$ cat src/rtl/tlcf_pkg.sv
// Shared types, constants and the control store for the two-layer color fade.
// Used by the channel interfaces, the sequencer, the datapath and the top level.
package tlcf_pkg;

  // fixed field widths of the channels
  localparam int FIELD_W  = 17;
  localparam int FRAMES_W = 16;

  localparam int LAYER_COUNT_DEF   = 2;
  localparam int FRACTION_BITS_DEF = 16;

  localparam int CH_COUNT = 4;
  localparam logic [1:0] CH_ALPHA = 2'd3;
  localparam logic [1:0] CH_LAST  = 2'd3;

  // fade kinds
  localparam logic [1:0] KIND_NONE = 2'd0;
  localparam logic [1:0] KIND_IN   = 2'd1;
  localparam logic [1:0] KIND_OUT  = 2'd2;
  localparam logic [1:0] KIND_STAY = 2'd3;

  typedef enum logic [3:0] {
    OP_NOP,
    OP_ACCEPT,
    OP_BEGIN,
    OP_DIV_LOAD,
    OP_DIV_STEP,
    OP_DIV_STORE,
    OP_CHECK,
    OP_ADD,
    OP_NEXT_LAYER,
    OP_EMIT
  } op_e;

  typedef enum logic [3:0] {
    C_NEVER,
    C_ALWAYS,
    C_NO_VALID,
    C_IS_TICK,
    C_DIV_MORE,
    C_CH_MORE,
    C_START_MORE,
    C_LY_MORE,
    C_OUT_BUSY
  } cond_e;

  localparam int UPC_W    = 4;
  localparam int PROG_LEN = 13;

  // control store addresses
  localparam logic [UPC_W-1:0] UA_WAIT       = 4'd0;
  localparam logic [UPC_W-1:0] UA_DISPATCH   = 4'd1;
  localparam logic [UPC_W-1:0] UA_BEGIN      = 4'd2;
  localparam logic [UPC_W-1:0] UA_DIV_LOAD   = 4'd3;
  localparam logic [UPC_W-1:0] UA_DIV_STEP   = 4'd4;
  localparam logic [UPC_W-1:0] UA_DIV_STORE  = 4'd5;
  localparam logic [UPC_W-1:0] UA_START_NEXT = 4'd6;
  localparam logic [UPC_W-1:0] UA_START_END  = 4'd7;
  localparam logic [UPC_W-1:0] UA_CHECK      = 4'd8;
  localparam logic [UPC_W-1:0] UA_ADD        = 4'd9;
  localparam logic [UPC_W-1:0] UA_TICK_NEXT  = 4'd10;
  localparam logic [UPC_W-1:0] UA_EMIT       = 4'd11;
  localparam logic [UPC_W-1:0] UA_RETURN     = 4'd12;

  typedef struct packed {
    op_e              op;
    cond_e            cond;
    logic [UPC_W-1:0] target;
  } uword_t;

  // datapath flags seen by the sequencer
  typedef struct packed {
    logic in_valid;
    logic is_tick;
    logic div_more;
    logic ch_more;
    logic start_more;
    logic ly_more;
    logic out_busy;
  } seq_status_t;

  // control store: the branch is taken when the condition holds,
  // otherwise the program falls through to the next word
  function automatic uword_t ucode(input logic [UPC_W-1:0] pc);
    uword_t w;
    w = '{op: OP_NOP, cond: C_ALWAYS, target: UA_WAIT};
    case (pc)
      UA_WAIT:       w = '{op: OP_ACCEPT,     cond: C_NO_VALID,   target: UA_WAIT};
      UA_DISPATCH:   w = '{op: OP_NOP,        cond: C_IS_TICK,    target: UA_CHECK};
      UA_BEGIN:      w = '{op: OP_BEGIN,      cond: C_NEVER,      target: UA_WAIT};
      UA_DIV_LOAD:   w = '{op: OP_DIV_LOAD,   cond: C_NEVER,      target: UA_WAIT};
      UA_DIV_STEP:   w = '{op: OP_DIV_STEP,   cond: C_DIV_MORE,   target: UA_DIV_STEP};
      UA_DIV_STORE:  w = '{op: OP_DIV_STORE,  cond: C_CH_MORE,    target: UA_DIV_LOAD};
      UA_START_NEXT: w = '{op: OP_NEXT_LAYER, cond: C_START_MORE, target: UA_BEGIN};
      UA_START_END:  w = '{op: OP_NOP,        cond: C_ALWAYS,     target: UA_EMIT};
      UA_CHECK:      w = '{op: OP_CHECK,      cond: C_NEVER,      target: UA_WAIT};
      UA_ADD:        w = '{op: OP_ADD,        cond: C_CH_MORE,    target: UA_ADD};
      UA_TICK_NEXT:  w = '{op: OP_NEXT_LAYER, cond: C_LY_MORE,    target: UA_CHECK};
      UA_EMIT:       w = '{op: OP_EMIT,       cond: C_OUT_BUSY,   target: UA_EMIT};
      UA_RETURN:     w = '{op: OP_NOP,        cond: C_ALWAYS,     target: UA_WAIT};
      default:       w = '{op: OP_NOP,        cond: C_ALWAYS,     target: UA_WAIT};
    endcase
    return w;
  endfunction

endpackage

$ cat src/rtl/tlcf_in_if.sv
// Input channel of the color fade: valid/ready handshake and one command item.
// Field widths come from tlcf_pkg.
interface tlcf_in_if import tlcf_pkg::*; ();
  logic                valid;
  logic                ready;
  logic                mode;
  logic [1:0]          fade_kind;
  logic [1:0]          layer_select;
  logic [FRAMES_W-1:0] frames;
  logic [FIELD_W-1:0]  target_red;
  logic [FIELD_W-1:0]  target_green;
  logic [FIELD_W-1:0]  target_blue;
  logic [FIELD_W-1:0]  target_alpha;

  modport source (
    output valid, mode, fade_kind, layer_select, frames,
    output target_red, target_green, target_blue, target_alpha,
    input  ready
  );
  modport sink (
    input  valid, mode, fade_kind, layer_select, frames,
    input  target_red, target_green, target_blue, target_alpha,
    output ready
  );
endinterface

$ cat src/rtl/tlcf_out_if.sv
// Output channel of the color fade: valid/ready handshake and both layer colors.
// Field widths come from tlcf_pkg.
interface tlcf_out_if import tlcf_pkg::*; ();
  logic               valid;
  logic               ready;
  logic [FIELD_W-1:0] front_red;
  logic [FIELD_W-1:0] front_green;
  logic [FIELD_W-1:0] front_blue;
  logic [FIELD_W-1:0] front_alpha;
  logic [FIELD_W-1:0] back_red;
  logic [FIELD_W-1:0] back_green;
  logic [FIELD_W-1:0] back_blue;
  logic [FIELD_W-1:0] back_alpha;
  logic               front_visible;
  logic               back_visible;

  modport source (
    output valid, front_red, front_green, front_blue, front_alpha,
    output back_red, back_green, back_blue, back_alpha,
    output front_visible, back_visible,
    input  ready
  );
  modport sink (
    input  valid, front_red, front_green, front_blue, front_alpha,
    input  back_red, back_green, back_blue, back_alpha,
    input  front_visible, back_visible,
    output ready
  );
endinterface

$ cat src/rtl/two_layer_color_fade.sv
// Two-layer linear color fade, top level.
// Uses tlcf_pkg, tlcf_in_if, tlcf_out_if, tlcf_useq, tlcf_dpath (with tlcf_div).
//
// Usage:
//   in_i carries one command per transfer. mode 1 starts a fade on one layer
//   (layer_select below LAYER_COUNT) or on all layers; mode 0 is a frame tick.
//   out_o returns one result per command: both layer colors (17-bit unsigned,
//   FRACTION_BITS fraction bits) and the visible flags, as they stand after it.
// Sequence (L = layers touched, NW = max(FRACTION_BITS + 1, 17)):
//   start: for each of the L layers touched, set up the fade, then for each
//          channel load the serial divider, run it over NW quotient bits
//          (one quotient bit per cycle, four channel steps per layer) and
//          store the step; then the result is emitted.
//   tick:  per layer, one end-of-fade check and one add per channel, then emit.
//   Items are handled one at a time; the next command is taken after the
//   result is loaded, once the sequencer is back at its wait step.
// The result sits in an output register; the next command is taken while it
// waits. If the receiver still stalls when the next result is ready, the
// sequencer holds on its emit step and takes no input until the transfer.
// Reset (async, active low): colors black with alpha 1.0, steps 0, goal
// alpha 1.0, no fade, layers hidden; the input is ready in the first cycle.
module two_layer_color_fade import tlcf_pkg::*; #(
  parameter int LAYER_COUNT   = LAYER_COUNT_DEF,
  parameter int FRACTION_BITS = FRACTION_BITS_DEF
) (
  input  logic       clk_i,
  input  logic       rst_ni,
  tlcf_in_if.sink    in_i,
  tlcf_out_if.source out_o
);

  op_e         op;
  seq_status_t status;

  // microcoded control: one word per step, branch on datapath flags
  tlcf_useq u_useq (
    .clk_i    (clk_i),
    .rst_ni   (rst_ni),
    .status_i (status),
    .op_o     (op)
  );

  // layer state, shared divider, clamp adder and output register
  tlcf_dpath #(
    .LAYER_COUNT   (LAYER_COUNT),
    .FRACTION_BITS (FRACTION_BITS)
  ) u_dpath (
    .clk_i    (clk_i),
    .rst_ni   (rst_ni),
    .op_i     (op),
    .status_o (status),
    .in_i     (in_i),
    .out_o    (out_o)
  );

endmodule

$ cat src/rtl/tlcf_div.sv
// Restoring serial divider, one quotient bit per cycle while step_i is high, unsigned operands.
// Depends on nothing but its parameters.
module tlcf_div #(
  parameter int NW  = 17,
  parameter int DVW = 16
) (
  input  logic           clk_i,
  input  logic           rst_ni,
  input  logic           load_i,
  input  logic           step_i,
  input  logic [NW-1:0]  dividend_i,
  input  logic [DVW-1:0] divisor_i,
  output logic [NW-1:0]  quot_o,
  output logic           more_o
);

  localparam int CNT_W = $clog2(NW + 1);

  logic [DVW-1:0]   rem_q;
  logic [DVW-1:0]   dvs_q;
  logic [NW-1:0]    quo_q;
  logic [CNT_W-1:0] cnt_q;

  logic [DVW:0]   shifted;
  logic [DVW:0]   trial;
  logic           ge;
  logic [DVW-1:0] rem_d;

  always_comb begin
    shifted = {rem_q, quo_q[NW-1]};
    trial   = shifted - {1'b0, dvs_q};
    ge      = (shifted >= {1'b0, dvs_q});
    rem_d   = ge ? trial[DVW-1:0] : shifted[DVW-1:0];
  end

  always_ff @(posedge clk_i or negedge rst_ni) begin
    if (!rst_ni) begin
      rem_q <= '0;
      dvs_q <= '0;
      quo_q <= '0;
      cnt_q <= '0;
    end else if (load_i) begin
      rem_q <= '0;
      dvs_q <= divisor_i;
      quo_q <= dividend_i;
      cnt_q <= CNT_W'(NW);
    end else if (step_i) begin
      rem_q <= rem_d;
      quo_q <= {quo_q[NW-2:0], ge};
      cnt_q <= cnt_q - CNT_W'(1);
    end
  end

  assign quot_o = quo_q;
  assign more_o = (cnt_q > CNT_W'(1));

  // a step past the last quotient bit would corrupt the result
  a_no_extra_step: assert property (@(posedge clk_i) disable iff (!rst_ni)
    step_i |-> (cnt_q != '0))
    else $error("divider stepped with no bits left");

endmodule

$ cat src/rtl/tlcf_dpath.sv
// Datapath of the color fade: layer state, item latch, divider, clamp adder
// and the output register. Driven by the op field from tlcf_useq; uses tlcf_pkg.
module tlcf_dpath import tlcf_pkg::*; #(
  parameter int LAYER_COUNT   = LAYER_COUNT_DEF,
  parameter int FRACTION_BITS = FRACTION_BITS_DEF
) (
  input  logic        clk_i,
  input  logic        rst_ni,
  input  op_e         op_i,
  output seq_status_t status_o,
  tlcf_in_if.sink     in_i,
  tlcf_out_if.source  out_o
);

  localparam int CW   = FRACTION_BITS + 1;          // color width, holds 1.0
  localparam int NW   = (CW > FIELD_W) ? CW : FIELD_W;
  localparam int SW   = NW + 1;                     // signed step width
  localparam int SUMW = NW + 2;
  localparam int LW   = (LAYER_COUNT > 1) ? $clog2(LAYER_COUNT) : 1;

  localparam logic [CW-1:0]   ONE_C = {1'b1, {FRACTION_BITS{1'b0}}};
  localparam logic [SUMW-1:0] ONE_S = SUMW'(ONE_C);

  // latched item
  logic                mode_q;
  logic [1:0]          kind_q;
  logic                sel_all_q;
  logic [FRAMES_W-1:0] frames_q;
  logic [FIELD_W-1:0]  tgt_q [CH_COUNT];

  // layer state
  logic [CW-1:0]        color_q [LAYER_COUNT][CH_COUNT];
  logic signed [SW-1:0] step_q  [LAYER_COUNT][CH_COUNT];
  logic [NW-1:0]        goal_q  [LAYER_COUNT];
  logic [1:0]           fade_q  [LAYER_COUNT];
  logic                 vis_q   [LAYER_COUNT];

  logic [LW-1:0] ly_q;
  logic [1:0]    ch_q;
  logic          sign_q;

  logic               out_valid_q;
  logic [FIELD_W-1:0] out_col_q [2][CH_COUNT];
  logic               out_vis_q [2];

  // current element
  logic [CW-1:0]        cur_color;
  logic signed [SW-1:0] cur_step;
  logic signed [NW:0]   diff;
  logic signed [NW:0]   neg_diff;
  logic [NW-1:0]        mag;
  logic [NW-1:0]        quot;
  logic signed [SW-1:0] quot_s;
  logic signed [SW-1:0] step_new;
  logic [SUMW-1:0]      sum;
  logic [CW-1:0]        clamp_v;
  logic [NW-1:0]        alpha_w;
  logic                 done;
  logic                 vis_end;
  logic                 div_more;
  logic                 out_busy;
  logic [FRAMES_W-1:0]  divisor;
  logic [FIELD_W-1:0]   back_col [CH_COUNT];
  logic                 back_vis;

  always_comb begin
    cur_color = color_q[ly_q][ch_q];
    cur_step  = step_q[ly_q][ch_q];
    diff      = $signed({1'b0, NW'(tgt_q[ch_q])}) - $signed({1'b0, NW'(cur_color)});
    neg_diff  = -diff;
    mag       = diff[NW] ? neg_diff[NW-1:0] : diff[NW-1:0];
    quot_s    = $signed({1'b0, quot});
    step_new  = sign_q ? -quot_s : quot_s;
    divisor   = (frames_q == '0) ? FRAMES_W'(1) : frames_q;

    sum = {{(SUMW-CW){1'b0}}, cur_color} + {{(SUMW-SW){cur_step[SW-1]}}, cur_step};
    if (sum[SUMW-1]) begin
      clamp_v = '0;
    end else if (sum > ONE_S) begin
      clamp_v = ONE_C;
    end else begin
      clamp_v = sum[CW-1:0];
    end

    // end-of-fade test for the current layer
    alpha_w = NW'(color_q[ly_q][CH_ALPHA]);
    done    = 1'b0;
    vis_end = 1'b0;
    if (fade_q[ly_q] == KIND_IN) begin
      done = (alpha_w <= goal_q[ly_q]);
    end else if (fade_q[ly_q] != KIND_NONE) begin
      done    = (alpha_w >= goal_q[ly_q]);
      vis_end = (fade_q[ly_q] == KIND_STAY);
    end
  end

  tlcf_div #(
    .NW  (NW),
    .DVW (FRAMES_W)
  ) u_div (
    .clk_i      (clk_i),
    .rst_ni     (rst_ni),
    .load_i     (op_i == OP_DIV_LOAD),
    .step_i     (op_i == OP_DIV_STEP),
    .dividend_i (mag),
    .divisor_i  (divisor),
    .quot_o     (quot),
    .more_o     (div_more)
  );

  assign out_busy = out_valid_q && !out_o.ready;

  generate
    if (LAYER_COUNT > 1) begin : g_back
      for (genvar c = 0; c < CH_COUNT; c++) begin : g_ch
        assign back_col[c] = FIELD_W'(color_q[1][c]);
      end
      assign back_vis = vis_q[1];
    end else begin : g_no_back
      for (genvar c = 0; c < CH_COUNT; c++) begin : g_ch
        assign back_col[c] = '0;
      end
      assign back_vis = 1'b0;
    end
  endgenerate

  always_ff @(posedge clk_i or negedge rst_ni) begin
    if (!rst_ni) begin
      mode_q      <= 1'b0;
      kind_q      <= KIND_NONE;
      sel_all_q   <= 1'b0;
      frames_q    <= '0;
      ly_q        <= '0;
      ch_q        <= '0;
      sign_q      <= 1'b0;
      out_valid_q <= 1'b0;
      for (int l = 0; l < LAYER_COUNT; l++) begin
        for (int c = 0; c < CH_COUNT; c++) begin
          color_q[l][c] <= (c == int'(CH_ALPHA)) ? ONE_C : '0;
          step_q[l][c]  <= '0;
        end
        goal_q[l]            <= NW'(ONE_C);
        fade_q[l]            <= KIND_NONE;
        vis_q[l]             <= 1'b0;
      end
    end else begin
      // an emit in the same cycle reloads the register instead
      if (out_valid_q && out_o.ready && (op_i != OP_EMIT)) begin
        out_valid_q <= 1'b0;
      end
      case (op_i)
        OP_ACCEPT: begin
          if (in_i.valid) begin
            mode_q    <= in_i.mode;
            kind_q    <= in_i.fade_kind;
            sel_all_q <= (int'(in_i.layer_select) >= LAYER_COUNT);
            frames_q  <= in_i.frames;
            tgt_q[0]  <= in_i.target_red;
            tgt_q[1]  <= in_i.target_green;
            tgt_q[2]  <= in_i.target_blue;
            tgt_q[3]  <= in_i.target_alpha;
            ch_q      <= '0;
            if (in_i.mode && (int'(in_i.layer_select) < LAYER_COUNT)) begin
              ly_q <= LW'(in_i.layer_select);
            end else begin
              ly_q <= '0;
            end
          end
        end
        OP_BEGIN: begin
          fade_q[ly_q]            <= kind_q;
          goal_q[ly_q]            <= NW'(tgt_q[CH_ALPHA]);
          color_q[ly_q][CH_ALPHA] <= (kind_q == KIND_IN) ? ONE_C : '0;
          vis_q[ly_q]             <= 1'b1;
          ch_q                    <= '0;
        end
        OP_DIV_LOAD: begin
          sign_q <= diff[NW];
        end
        OP_DIV_STORE: begin
          step_q[ly_q][ch_q] <= step_new;
          ch_q               <= ch_q + 2'd1;
        end
        OP_CHECK: begin
          ch_q <= '0;
          if (done) begin
            fade_q[ly_q] <= KIND_NONE;
            vis_q[ly_q]  <= vis_end;
            for (int c = 0; c < CH_COUNT; c++) begin
              step_q[ly_q][c] <= '0;
            end
          end
        end
        OP_ADD: begin
          color_q[ly_q][ch_q] <= clamp_v;
          ch_q                <= ch_q + 2'd1;
        end
        OP_NEXT_LAYER: begin
          // wrap after the last layer so the index never leaves the array
          ly_q <= (ly_q == LW'(LAYER_COUNT - 1)) ? '0 : ly_q + LW'(1);
          ch_q <= '0;
        end
        OP_EMIT: begin
          if (!out_busy) begin
            out_valid_q <= 1'b1;
            for (int c = 0; c < CH_COUNT; c++) begin
              out_col_q[0][c] <= FIELD_W'(color_q[0][c]);
              out_col_q[1][c] <= back_col[c];
            end
            out_vis_q[0] <= vis_q[0];
            out_vis_q[1] <= back_vis;
          end
        end
        default: begin
        end
      endcase
    end
  end

  always_comb begin
    status_o.in_valid   = in_i.valid;
    status_o.is_tick    = !mode_q;
    status_o.div_more   = div_more;
    status_o.ch_more    = (ch_q != CH_LAST);
    status_o.start_more = sel_all_q && (ly_q != LW'(LAYER_COUNT - 1));
    status_o.ly_more    = (ly_q != LW'(LAYER_COUNT - 1));
    status_o.out_busy   = out_busy;
  end

  assign in_i.ready          = (op_i == OP_ACCEPT);
  assign out_o.valid         = out_valid_q;
  assign out_o.front_red     = out_col_q[0][0];
  assign out_o.front_green   = out_col_q[0][1];
  assign out_o.front_blue    = out_col_q[0][2];
  assign out_o.front_alpha   = out_col_q[0][3];
  assign out_o.back_red      = out_col_q[1][0];
  assign out_o.back_green    = out_col_q[1][1];
  assign out_o.back_blue     = out_col_q[1][2];
  assign out_o.back_alpha    = out_col_q[1][3];
  assign out_o.front_visible = out_vis_q[0];
  assign out_o.back_visible  = out_vis_q[1];

  a_layer_range: assert property (@(posedge clk_i) disable iff (!rst_ni)
    int'(ly_q) < LAYER_COUNT)
    else $error("layer index out of range");

  a_emit_loads: assert property (@(posedge clk_i) disable iff (!rst_ni)
    (op_i == OP_EMIT && !out_busy) |=> out_valid_q)
    else $error("emit did not load the output register");

  a_alpha_clamped: assert property (@(posedge clk_i) disable iff (!rst_ni)
    color_q[0][CH_ALPHA] <= ONE_C)
    else $error("layer alpha above one");

endmodule

$ cat src/rtl/tlcf_useq.sv
// Microcode sequencer: program counter, control store lookup and branch logic.
// Control store and types come from tlcf_pkg.
module tlcf_useq import tlcf_pkg::*; (
  input  logic        clk_i,
  input  logic        rst_ni,
  input  seq_status_t status_i,
  output op_e         op_o
);

  logic [UPC_W-1:0] pc_q;
  logic [UPC_W-1:0] pc_d;
  uword_t           uw;
  logic             take;

  always_comb begin
    uw = ucode(pc_q);
    case (uw.cond)
      C_NEVER:      take = 1'b0;
      C_ALWAYS:     take = 1'b1;
      C_NO_VALID:   take = !status_i.in_valid;
      C_IS_TICK:    take = status_i.is_tick;
      C_DIV_MORE:   take = status_i.div_more;
      C_CH_MORE:    take = status_i.ch_more;
      C_START_MORE: take = status_i.start_more;
      C_LY_MORE:    take = status_i.ly_more;
      C_OUT_BUSY:   take = status_i.out_busy;
      default:      take = 1'b1;
    endcase
    pc_d = take ? uw.target : pc_q + UPC_W'(1);
  end

  always_ff @(posedge clk_i or negedge rst_ni) begin
    if (!rst_ni) begin
      pc_q <= UA_WAIT;
    end else begin
      pc_q <= pc_d;
    end
  end

  assign op_o = uw.op;

  a_pc_in_program: assert property (@(posedge clk_i) disable iff (!rst_ni)
    pc_q < UPC_W'(PROG_LEN))
    else $error("program counter left the control store");

endmodule
$ cat src/flat_wrapper.sv
// flat-port wrapper written by rule: the top's interface ports become plain ports
module two_layer_color_fade_flat import tlcf_pkg::*;
#(
  parameter int LAYER_COUNT   = LAYER_COUNT_DEF,
  parameter int FRACTION_BITS = FRACTION_BITS_DEF
)
  (clk_i, rst_ni, in_i_valid, in_i_mode, in_i_fade_kind, in_i_layer_select, in_i_frames, in_i_target_red, in_i_target_green, in_i_target_blue, in_i_target_alpha, in_i_ready, out_o_valid, out_o_front_red, out_o_front_green, out_o_front_blue, out_o_front_alpha, out_o_back_red, out_o_back_green, out_o_back_blue, out_o_back_alpha, out_o_front_visible, out_o_back_visible, out_o_ready);
  tlcf_in_if in_i_i ();
  tlcf_out_if out_o_i ();
  input  logic clk_i;
  input  logic rst_ni;
  input wire logic [$bits(in_i_i.valid)-1:0] in_i_valid;
  input wire logic [$bits(in_i_i.mode)-1:0] in_i_mode;
  input wire logic [$bits(in_i_i.fade_kind)-1:0] in_i_fade_kind;
  input wire logic [$bits(in_i_i.layer_select)-1:0] in_i_layer_select;
  input wire logic [$bits(in_i_i.frames)-1:0] in_i_frames;
  input wire logic [$bits(in_i_i.target_red)-1:0] in_i_target_red;
  input wire logic [$bits(in_i_i.target_green)-1:0] in_i_target_green;
  input wire logic [$bits(in_i_i.target_blue)-1:0] in_i_target_blue;
  input wire logic [$bits(in_i_i.target_alpha)-1:0] in_i_target_alpha;
  output wire logic [$bits(in_i_i.ready)-1:0] in_i_ready;
  output wire logic [$bits(out_o_i.valid)-1:0] out_o_valid;
  output wire logic [$bits(out_o_i.front_red)-1:0] out_o_front_red;
  output wire logic [$bits(out_o_i.front_green)-1:0] out_o_front_green;
  output wire logic [$bits(out_o_i.front_blue)-1:0] out_o_front_blue;
  output wire logic [$bits(out_o_i.front_alpha)-1:0] out_o_front_alpha;
  output wire logic [$bits(out_o_i.back_red)-1:0] out_o_back_red;
  output wire logic [$bits(out_o_i.back_green)-1:0] out_o_back_green;
  output wire logic [$bits(out_o_i.back_blue)-1:0] out_o_back_blue;
  output wire logic [$bits(out_o_i.back_alpha)-1:0] out_o_back_alpha;
  output wire logic [$bits(out_o_i.front_visible)-1:0] out_o_front_visible;
  output wire logic [$bits(out_o_i.back_visible)-1:0] out_o_back_visible;
  input wire logic [$bits(out_o_i.ready)-1:0] out_o_ready;
  assign in_i_i.valid = in_i_valid;
  assign in_i_i.mode = in_i_mode;
  assign in_i_i.fade_kind = in_i_fade_kind;
  assign in_i_i.layer_select = in_i_layer_select;
  assign in_i_i.frames = in_i_frames;
  assign in_i_i.target_red = in_i_target_red;
  assign in_i_i.target_green = in_i_target_green;
  assign in_i_i.target_blue = in_i_target_blue;
  assign in_i_i.target_alpha = in_i_target_alpha;
  assign in_i_ready = in_i_i.ready;
  assign out_o_valid = out_o_i.valid;
  assign out_o_front_red = out_o_i.front_red;
  assign out_o_front_green = out_o_i.front_green;
  assign out_o_front_blue = out_o_i.front_blue;
  assign out_o_front_alpha = out_o_i.front_alpha;
  assign out_o_back_red = out_o_i.back_red;
  assign out_o_back_green = out_o_i.back_green;
  assign out_o_back_blue = out_o_i.back_blue;
  assign out_o_back_alpha = out_o_i.back_alpha;
  assign out_o_front_visible = out_o_i.front_visible;
  assign out_o_back_visible = out_o_i.back_visible;
  assign out_o_i.ready = out_o_ready;
  two_layer_color_fade #(.LAYER_COUNT(LAYER_COUNT), .FRACTION_BITS(FRACTION_BITS)) u_core (.clk_i(clk_i), .rst_ni(rst_ni), .in_i(in_i_i), .out_o(out_o_i));
endmodule
$ cat config.mk
export PLATFORM = sky130hd
export DESIGN_NAME = two_layer_color_fade_flat
export DESIGN_NICKNAME = d
export VERILOG_FILES = /design/src/rtl/tlcf_pkg.sv /design/src/rtl/tlcf_in_if.sv /design/src/rtl/tlcf_out_if.sv /design/src/rtl/two_layer_color_fade.sv /design/src/rtl/tlcf_div.sv /design/src/rtl/tlcf_dpath.sv /design/src/rtl/tlcf_useq.sv /design/src/flat_wrapper.sv
export SDC_FILE = /design/constraint.sdc
export NUM_CORES = 1
export LEC_CHECK = 0
export BUFFER_PORTS_ARGS = -buffer_cell sky130_fd_sc_hd__clkbuf_2
export CAP_MARGIN = 20
export CORE_MARGIN = 4
export CORE_UTILIZATION = 35
export DETAILED_ROUTE_END_ITERATION = 6
export PLACE_DENSITY = 0.48
export REMOVE_ABC_BUFFERS = 1
export SYNTH_ARGS = -nofsm -noshare
export SYNTH_HDL_FRONTEND = slang
export SYNTH_SLANG_ARGS = --single-unit
$ cat constraint.sdc
create_clock -name clk_i -period 25.3 [get_ports clk_i]
set_input_delay 1.265 -clock clk_i [delete_from_list [all_inputs] [get_ports clk_i]]
set_output_delay 1.265 -clock clk_i [all_outputs]
set_load 0.005 [all_outputs]
==> impl_metrics.env, run 1 <==
export IMPL_core_area_um2=80400
export IMPL_nNetsFinal=2687
export IMPL_fin_ws_ns=18.60
export IMPL_via_per_inst=5.41
export IMPL_cts_root_buf="clkbuf_16"
export IMPL_startpoint_type="register"
export IMPL_dp_hpwl_mm=56.0
export IMPL_cts_sinks=609
export IMPL_cts_buffer_depth=3
export IMPL_violations="DRC"
export IMPL_worstMarginPinSlew_ns=1.16
export IMPL_cts_resized=0
export IMPL_boundaryPins=233
export IMPL_p_leak_uw=0.0139
export IMPL_status="finished with violations"
export IMPL_cp_end_kind="register"
export IMPL_cts_hold_buf=0
export IMPL_synth_area_um2=28300
export IMPL_seq_area_frac_synth=0.575
export IMPL_fin_crit_ns=6.70
export IMPL_rsz0062_at_grt="false"
export IMPL_final_common_cell="dfrtp_1"
export IMPL_via_count=19600
export IMPL_drt_iter0_drc=1600
export IMPL_slowest_delay_ns=0.79
export IMPL_final_layout_size_suffix_gt1_frac=0.226
export IMPL_die_area_um2=85500
export IMPL_p_per_area_nw_per_um2=124
export IMPL_dr_pass1_iters=7
export IMPL_port_buffers=232
export IMPL_die_h_um=292
export IMPL_postCtsSetupBuffers=0
export IMPL_htree_levels=3
export IMPL_cts_tree="built"
export IMPL_critPathSlowestCell="dfrtp_4"
export IMPL_pre_cts_ws_ns=18.51
export IMPL_cp_max_fo=66
export IMPL_yosys_warnings=0
export IMPL_r2r_slack_ns=18.60
export IMPL_fillCellCount=7576
export IMPL_crit_family="compound AO/OA/AOI/OAI gates"
export IMPL_crit_chain="buf_4, buf_4, mux2_2, nand2_1, o21ai_0, nand2_1, and2_1, inv_1, fa_1, a211oi_1, o21ai_1, a41oi_1, o21bai_1, xnor2_2, nand4b_1, a2111oi_2, a31oi_4, buf_4, o31ai_1"
export IMPL_globalplace_congestion=0.823
export IMPL_grt_max_degree=85
export IMPL_die_x_um=292
export IMPL_hp_class="reg2reg"
export IMPL_post_route_period_util=0.265
export IMPL_row_count=104
export IMPL_area_growth_syn_to_layout_pct=17.4
export IMPL_cp_arrival_ns=7.21
export IMPL_finalClockSkew_ns=0.0378
export IMPL_fmax_ghz=0.149
export IMPL_overflow=0
export IMPL_avgRoutedWirePerCell_um=22.7
export IMPL_drc_errors=8
export IMPL_synth_ff_type="dfrtp_1"
export IMPL_cts_buffers=72
export IMPL_critical_path_buf_inv_count=4
export IMPL_initial_core_util=0.352
export IMPL_ys_ff_latch=609
export IMPL_synthDistinctLibCells=75
export IMPL_drv_cap=0
export IMPL_insertion_delay_ns=0.62
export IMPL_final_cell_mix="dfrtp_1 (396), nand2_1 (328), clkbuf_2 (231)"
export IMPL_finalSetupViolations=0
export IMPL_path_class="reg2reg"
export IMPL_routed_wl_mm=82.5
export IMPL_avgSynthCellArea_um2=12.4
export IMPL_cts_clk_slew_worst_paths_ns=0.06
export IMPL_synthCells=2285
export IMPL_synth_enable_flop_cells=206
export IMPL_synthArstFlopShare=0.662
export IMPL_finalHoldViolations=0
export IMPL_irDropWorstVdd_uv=121
export IMPL_antenna_found_initial=3
export IMPL_crit_top_cell="buf_4"
export IMPL_grt_pass1_wl_mm=127
export IMPL_multi_input_area_um2=11400
export IMPL_regArea_um2=16300
export IMPL_track_usage=0.191
export IMPL_ant_nets=0
export IMPL_setup_tns_ns=0
export IMPL_drv_slew=0
export IMPL_required_ns=25.81
export IMPL_relSlewSlack=0.222
export IMPL_grt_pass1_vias=20200
==> metal layers <==
metal,vias up,wire (um),track usage
met3,132,5000,0.0400
met1,9951,36200,0.257
met2,551,39000,0.311
met5,-,12,0
li1,9005,-,-
met4,2,2290,0.0625
==> where the power goes <==
group	switching, uW	internal [uW]	total [uW]
Clock	421	647	1070
Combinational	1000	629	1630
Sequential	180	1250	1430
Total	1600	2530	4130
==> state kept, by name, summed over array words and instances (netlist names), 2 cells and up <==
name and flops:
u_core.u_dpath.u_div.dvs_q 16, u_core.u_dpath.u_div.rem_q 16, u_core.u_dpath.u_div.cnt_q 5, u_core.u_dpath.out_col_q 136, u_core.u_dpath.out_vis_q 2, u_core.u_dpath.color_q 68, u_core.u_dpath.tgt_q 68, u_core.u_dpath.fade_q 4
u_core.u_dpath.step_q 144, u_core.u_dpath.frames_q 16, u_core.u_dpath.goal_q 34, u_core.u_dpath.u_div.quot_o 17, u_core.u_dpath.kind_q 2, u_core.u_dpath.ch_q 2, u_core.u_useq.pc_q 4, u_core.u_dpath.back_col 68
==> final timing paths <==
kind,to,depth (start not counted),startpoint
min in group asynchronous,u_core.u_dpath.back_col[66]$_DFFE_PN0P_,1,rst_ni
worst min register to register,u_core.u_dpath.out_vis_q[0][0]$_DFFE_PP_,0,u_core.u_dpath.vis_q[1]$_DFFE_PN0P_
max in group asynchronous,u_core.u_dpath.color_q[70]$_DFFE_PN0P_,4,rst_ni
worst max register to register,u_core.u_dpath.color_q[88]$_DFFE_PN0P_,19,u_core.u_dpath.ly_q$_DFFE_PN0P_
worst max-delay path,u_core.u_dpath.color_q[88]$_DFFE_PN0P_,19,u_core.u_dpath.ly_q$_DFFE_PN0P_
worst min-delay path,u_core.u_dpath.out_vis_q[0][0]$_DFFE_PP_,0,u_core.u_dpath.vis_q[1]$_DFFE_PN0P_
==> worst reg2reg max path: cells and delay by family (launching register included) <==
| kind | cells | cell delay [ns] |
|---|---|---|
| AOI/OAI and AO/OA | 8 | 2.16 |
| xor gates and xnor gates | 1 | 0.45 |
| adders and majority gates | 1 | 0.53 |
| buffers and inverters | 4 | 1.65 |
| DFF | 1 | 0.79 |
| muxes | 1 | 0.46 |
| and+or+nand+nor | 4 | 0.56 |
==> synth_stat cells (all sizes together), types with 30 or more instances <==
| master | instances | area (um2) |
|---|---|---|
| inv | 65 | 244 |
| ha | 82 | 1030 |
| mux4 | 70 | 1580 |
| o31ai | 74 | 591 |
| xnor2 | 41 | 367 |
| mux2i | 45 | 450 |
| o2bb2ai | 144 | 1260 |
| o21ai | 142 | 711 |
| edfxtp | 206 | 6190 |
| xor2 | 30 | 278 |
| clkbuf | 93 | 349 |
| a21oi | 57 | 293 |
| nand2 | 331 | 1240 |
| dfrtp | 399 | 9980 |
| nor2 | 61 | 229 |
| mux2 | 77 | 867 |
==> stage by stage <==
step	instances	area [um2]	hold WS, ns	utilization	power (uW)
after floorplan	2163	27800	0.419	-	2540
after global placement	3492	30700	0.439	0.382	3030
after detailed placement	3492	30700	0.436	0.382	3060
after CTS	3625	33200	0.444	0.412	4150
after global routing	3628	33200	0.462	0.413	4410
final	3631	33200	0.445	0.413	4130
==> cells by family after synthesis <==
logic type | count (synthesis) | synth area share
buf+inv | 190 | 0.0262
flops | 609 | 0.575
simple gates | 560 | 0.0886
fa+ha+maj | 85 | 0.0384
xor+xnor | 71 | 0.0228
compound gates | 578 | 0.147
mux | 192 | 0.102
==> layout make-up <==
| type | count | area share |
|---|---|---|
| Sequential cell | 609 | 0.490 |
| Clock buffer | 100 | 0.0610 |
| Antenna cell | 3 | 0.000226 |
| Multi-Input combinational cell | 1486 | 0.342 |
| Tap cell | 1060 | 0.0399 |
| Clock inverter | 33 | 0.0128 |
| Inverter | 68 | 0.00768 |
| Timing Repair Buffer | 272 | 0.0461 |
(Power assumes the default switching activity.)
==> inputs of run 2 (changes only) <==
==> constraint.sdc (replaced) <==
create_clock -name clk_i -period 6.7 [get_ports clk_i]
set_input_delay 0.335 -clock clk_i [delete_from_list [all_inputs] [get_ports clk_i]]
set_output_delay 0.335 -clock clk_i [all_outputs]
set_load 0.005 [all_outputs]
==> run 2 against run 1 <==
The run now ends clean. Maximum frequency up 14%. Register-to-register slack worse by 18 ns. Core utilization up 1.0 points. First-iteration DRC count up 4.0%. Non-clock buffer count up 89. Hold slack worse by 0.34 ns.
==> impl_metrics.env, run 2 (same netlist as run 1, synthesis figures left out) <==
export IMPL_status="finished, final reports clean"
export IMPL_finalHoldViolations=0
export IMPL_hold_end="u_core.u_dpath.out_o.valid$_DFF_PN0_"
export IMPL_finalClockSkew_ns=0.0325
export IMPL_irDropWorstVdd_uv=336
export IMPL_grt_pass1_wl_mm=129
export IMPL_timing_hold_ws_ns=0.105
export IMPL_crit_top_cell="buf_4"
export IMPL_path_class="reg2reg"
export IMPL_finalSetupViolations=0
export IMPL_cts_buffer_depth=3
export IMPL_grt_max_degree=161
export IMPL_stdcell_area_um2=34100
export IMPL_port_buffers=232
export IMPL_die_area_um2=85500
export IMPL_r2r_slack_ns=0.84
export IMPL_comb_power_share=0.404
export IMPL_p_per_area_nw_per_um2=456
export IMPL_relSlewSlack=0.238
export IMPL_ant_nets=0
export IMPL_whs_path_depth=3
export IMPL_antenna_found_initial=2
export IMPL_via_per_inst=5.36
export IMPL_required_ns=7.18
export IMPL_avgRoutedWirePerCell_um=22.5
export IMPL_post_route_period_util=0.875
export IMPL_track_usage=0.194
export IMPL_grt_pass1_vias=20600
export IMPL_cts_clk_slew_worst_paths_ns=0.06
export IMPL_core_area_um2=80400
export IMPL_die_h_um=292
export IMPL_final_layout_size_suffix_gt1_frac=0.217
export IMPL_top_regs="u_core.u_dpath.step_q x144, u_core.u_dpath.out_col_q x136"
export IMPL_p_sw_uw=6070
export IMPL_crit_chain="buf_4, buf_4, mux4_2, nand2_1, and2_1, inv_1, ha_1, a21oi_1, o21bai_1, a41oi_1, o21bai_1, xnor2_2, nand4b_1, a2111oi_2, a31oi_4, buf_4, o31ai_1"
export IMPL_cp_max_fo=66
export IMPL_initial_core_util=0.352
export IMPL_worstMarginPinSlew_ns=1.14
export IMPL_drv_cap=0
export IMPL_htree_levels=3
export IMPL_final_cell_mix="dfrtp_1 (396), nand2_1 (329), clkbuf_2 (231)"
export IMPL_dp_hpwl_mm=56.3
export IMPL_cts_buffers=71
export IMPL_regToRegStartpoint="u_core.u_dpath.ly_q$_DFFE_PN0P_"
export IMPL_row_count=104
export IMPL_post_route_util=0.424
export IMPL_cp_arrival_ns=6.35
export IMPL_via_count=19900
export IMPL_place_area_um2=30700
export IMPL_startpoint_type="register"
export IMPL_postCtsSetupBuffers=0
export IMPL_hp_class="in2reg"
export IMPL_insertion_delay_ns=0.61
export IMPL_r2r_cells=17
export IMPL_fmax_ghz=0.171
export IMPL_nNetsFinal=2775
export IMPL_dr_pass1_iters=5
export IMPL_globalplace_congestion=0.849
export IMPL_swShare=0.390
export IMPL_pwr_share_seq=0.347
export IMPL_slowest_delay_ns=0.85
export IMPL_worstReg2RegEnd="u_core.u_dpath.color_q[90]$_DFFE_PN0P_"
export IMPL_drv_slew=0
export IMPL_power_share_clock=0.250
export IMPL_p_int_uw=9480
export IMPL_drc_errors=0
export IMPL_regMostFlops="u_core.u_dpath.step_q"
export IMPL_p_leak_uw=0.0143
export IMPL_critPathSlowestCell="dfrtp_4"
export IMPL_area_growth_syn_to_layout_pct=20.3
export IMPL_crit_path_start="u_core.u_dpath.ly_q$_DFFE_PN0P_"
export IMPL_cts_sinks=609
export IMPL_overflow=0
export IMPL_cp_end_kind="register"
export IMPL_boundaryPins=233
export IMPL_die_x_um=292
export IMPL_cts_root_buf="clkbuf_16"
export IMPL_routed_wl_mm=83.6
export IMPL_cts_tree="built"
export IMPL_largest_reg_flops=144
export IMPL_fin_crit_ns=5.86
export IMPL_hold_start="out_o_ready"
export IMPL_final_common_cell="dfrtp_1"
export IMPL_rsz0062_at_grt="false"
export IMPL_drt_iter0_drc=1664
## run 2: worst max-delay path by stage
| stage | end | slack (ns) | depth (start not counted) |
|---|---|---|---|
| after global placement | u_core.u_dpath.color_q[86]$_DFFE_PN0P_ | 1.01 | 16 |
| after CTS | u_core.u_dpath.color_q[90]$_DFFE_PN0P_ | 0.89 | 16 |
| final | u_core.u_dpath.color_q[90]$_DFFE_PN0P_ | 0.84 | 17 |
| after global routing | u_core.u_dpath.color_q[89]$_DFFE_PN0P_ | 0.48 | 16 |
| after floorplan | u_core.u_dpath.out_col_q[0][0]$_DFFE_PP_ | -4.98 | 5 |
| after detailed placement | u_core.u_dpath.color_q[90]$_DFFE_PN0P_ | 0.92 | 16 |
## run 2: worst max-delay path, delay by kind of cell (launching register included)
family	cells	cell delay, ns
compound gates	7	1.63
xor+xnor	1	0.49
buf+inv	4	1.19
simple gates	3	0.50
mux	1	0.58
fa+ha+maj	1	0.36
flops	1	0.85
## run 2: timing repair
action	4_1_cts	5_1_grt
endpoints found under the hold margin	201	0
endpoints found under the setup margin	0	0
gates resized for setup	0	0
hold buffers	89	0
## run 2: power by group through the flow
stage / Combinational (uW) / Sequential (uW) / Clock (uW)
6_report: 6270 / 5390 / 3880
3_3_place_gp: 6130 / 5430 / 0
2_1_floorplan: 4250 / 5350 / 0
5_1_grt: 6950 / 5500 / 4160
4_1_cts: 6280 / 5390 / 3980
3_5_place_dp: 6200 / 5460 / 0
## run 2: final cells by class
class                           instances  area (um2)
Antenna cell                            3        7.51
Multi-Input combinational cell       1486       11400
Clock buffer                          108        2090
Fill cell                            7459       46400
Clock inverter                         22         275
Timing Repair Buffer                  361        2440
Tap cell                             1060        1330
Inverter                               68         255
Sequential cell                       609       16300
## run 2: metal layers
metal	wire length (um)	GRT usage
met1	36400	0.260
met2	40900	0.328
met3	4880	0.0371
met4	1350	0.0473
met5	19	0
## run 2: metrics by stage
step / setup TNS (ns) / std cells / setup WS, ns / power, uW
2_1_floorplan: -1043.64 / 2163 / -4.98 / 9600
6_report: 0 / 3717 / 0.836 / 15500
3_5_place_dp: 0 / 3493 / 0.920 / 11700
3_3_place_gp: 0 / 3493 / 1.01 / 11600
5_1_grt: 0 / 3714 / 0.480 / 16600
4_1_cts: 0 / 3712 / 0.891 / 15700
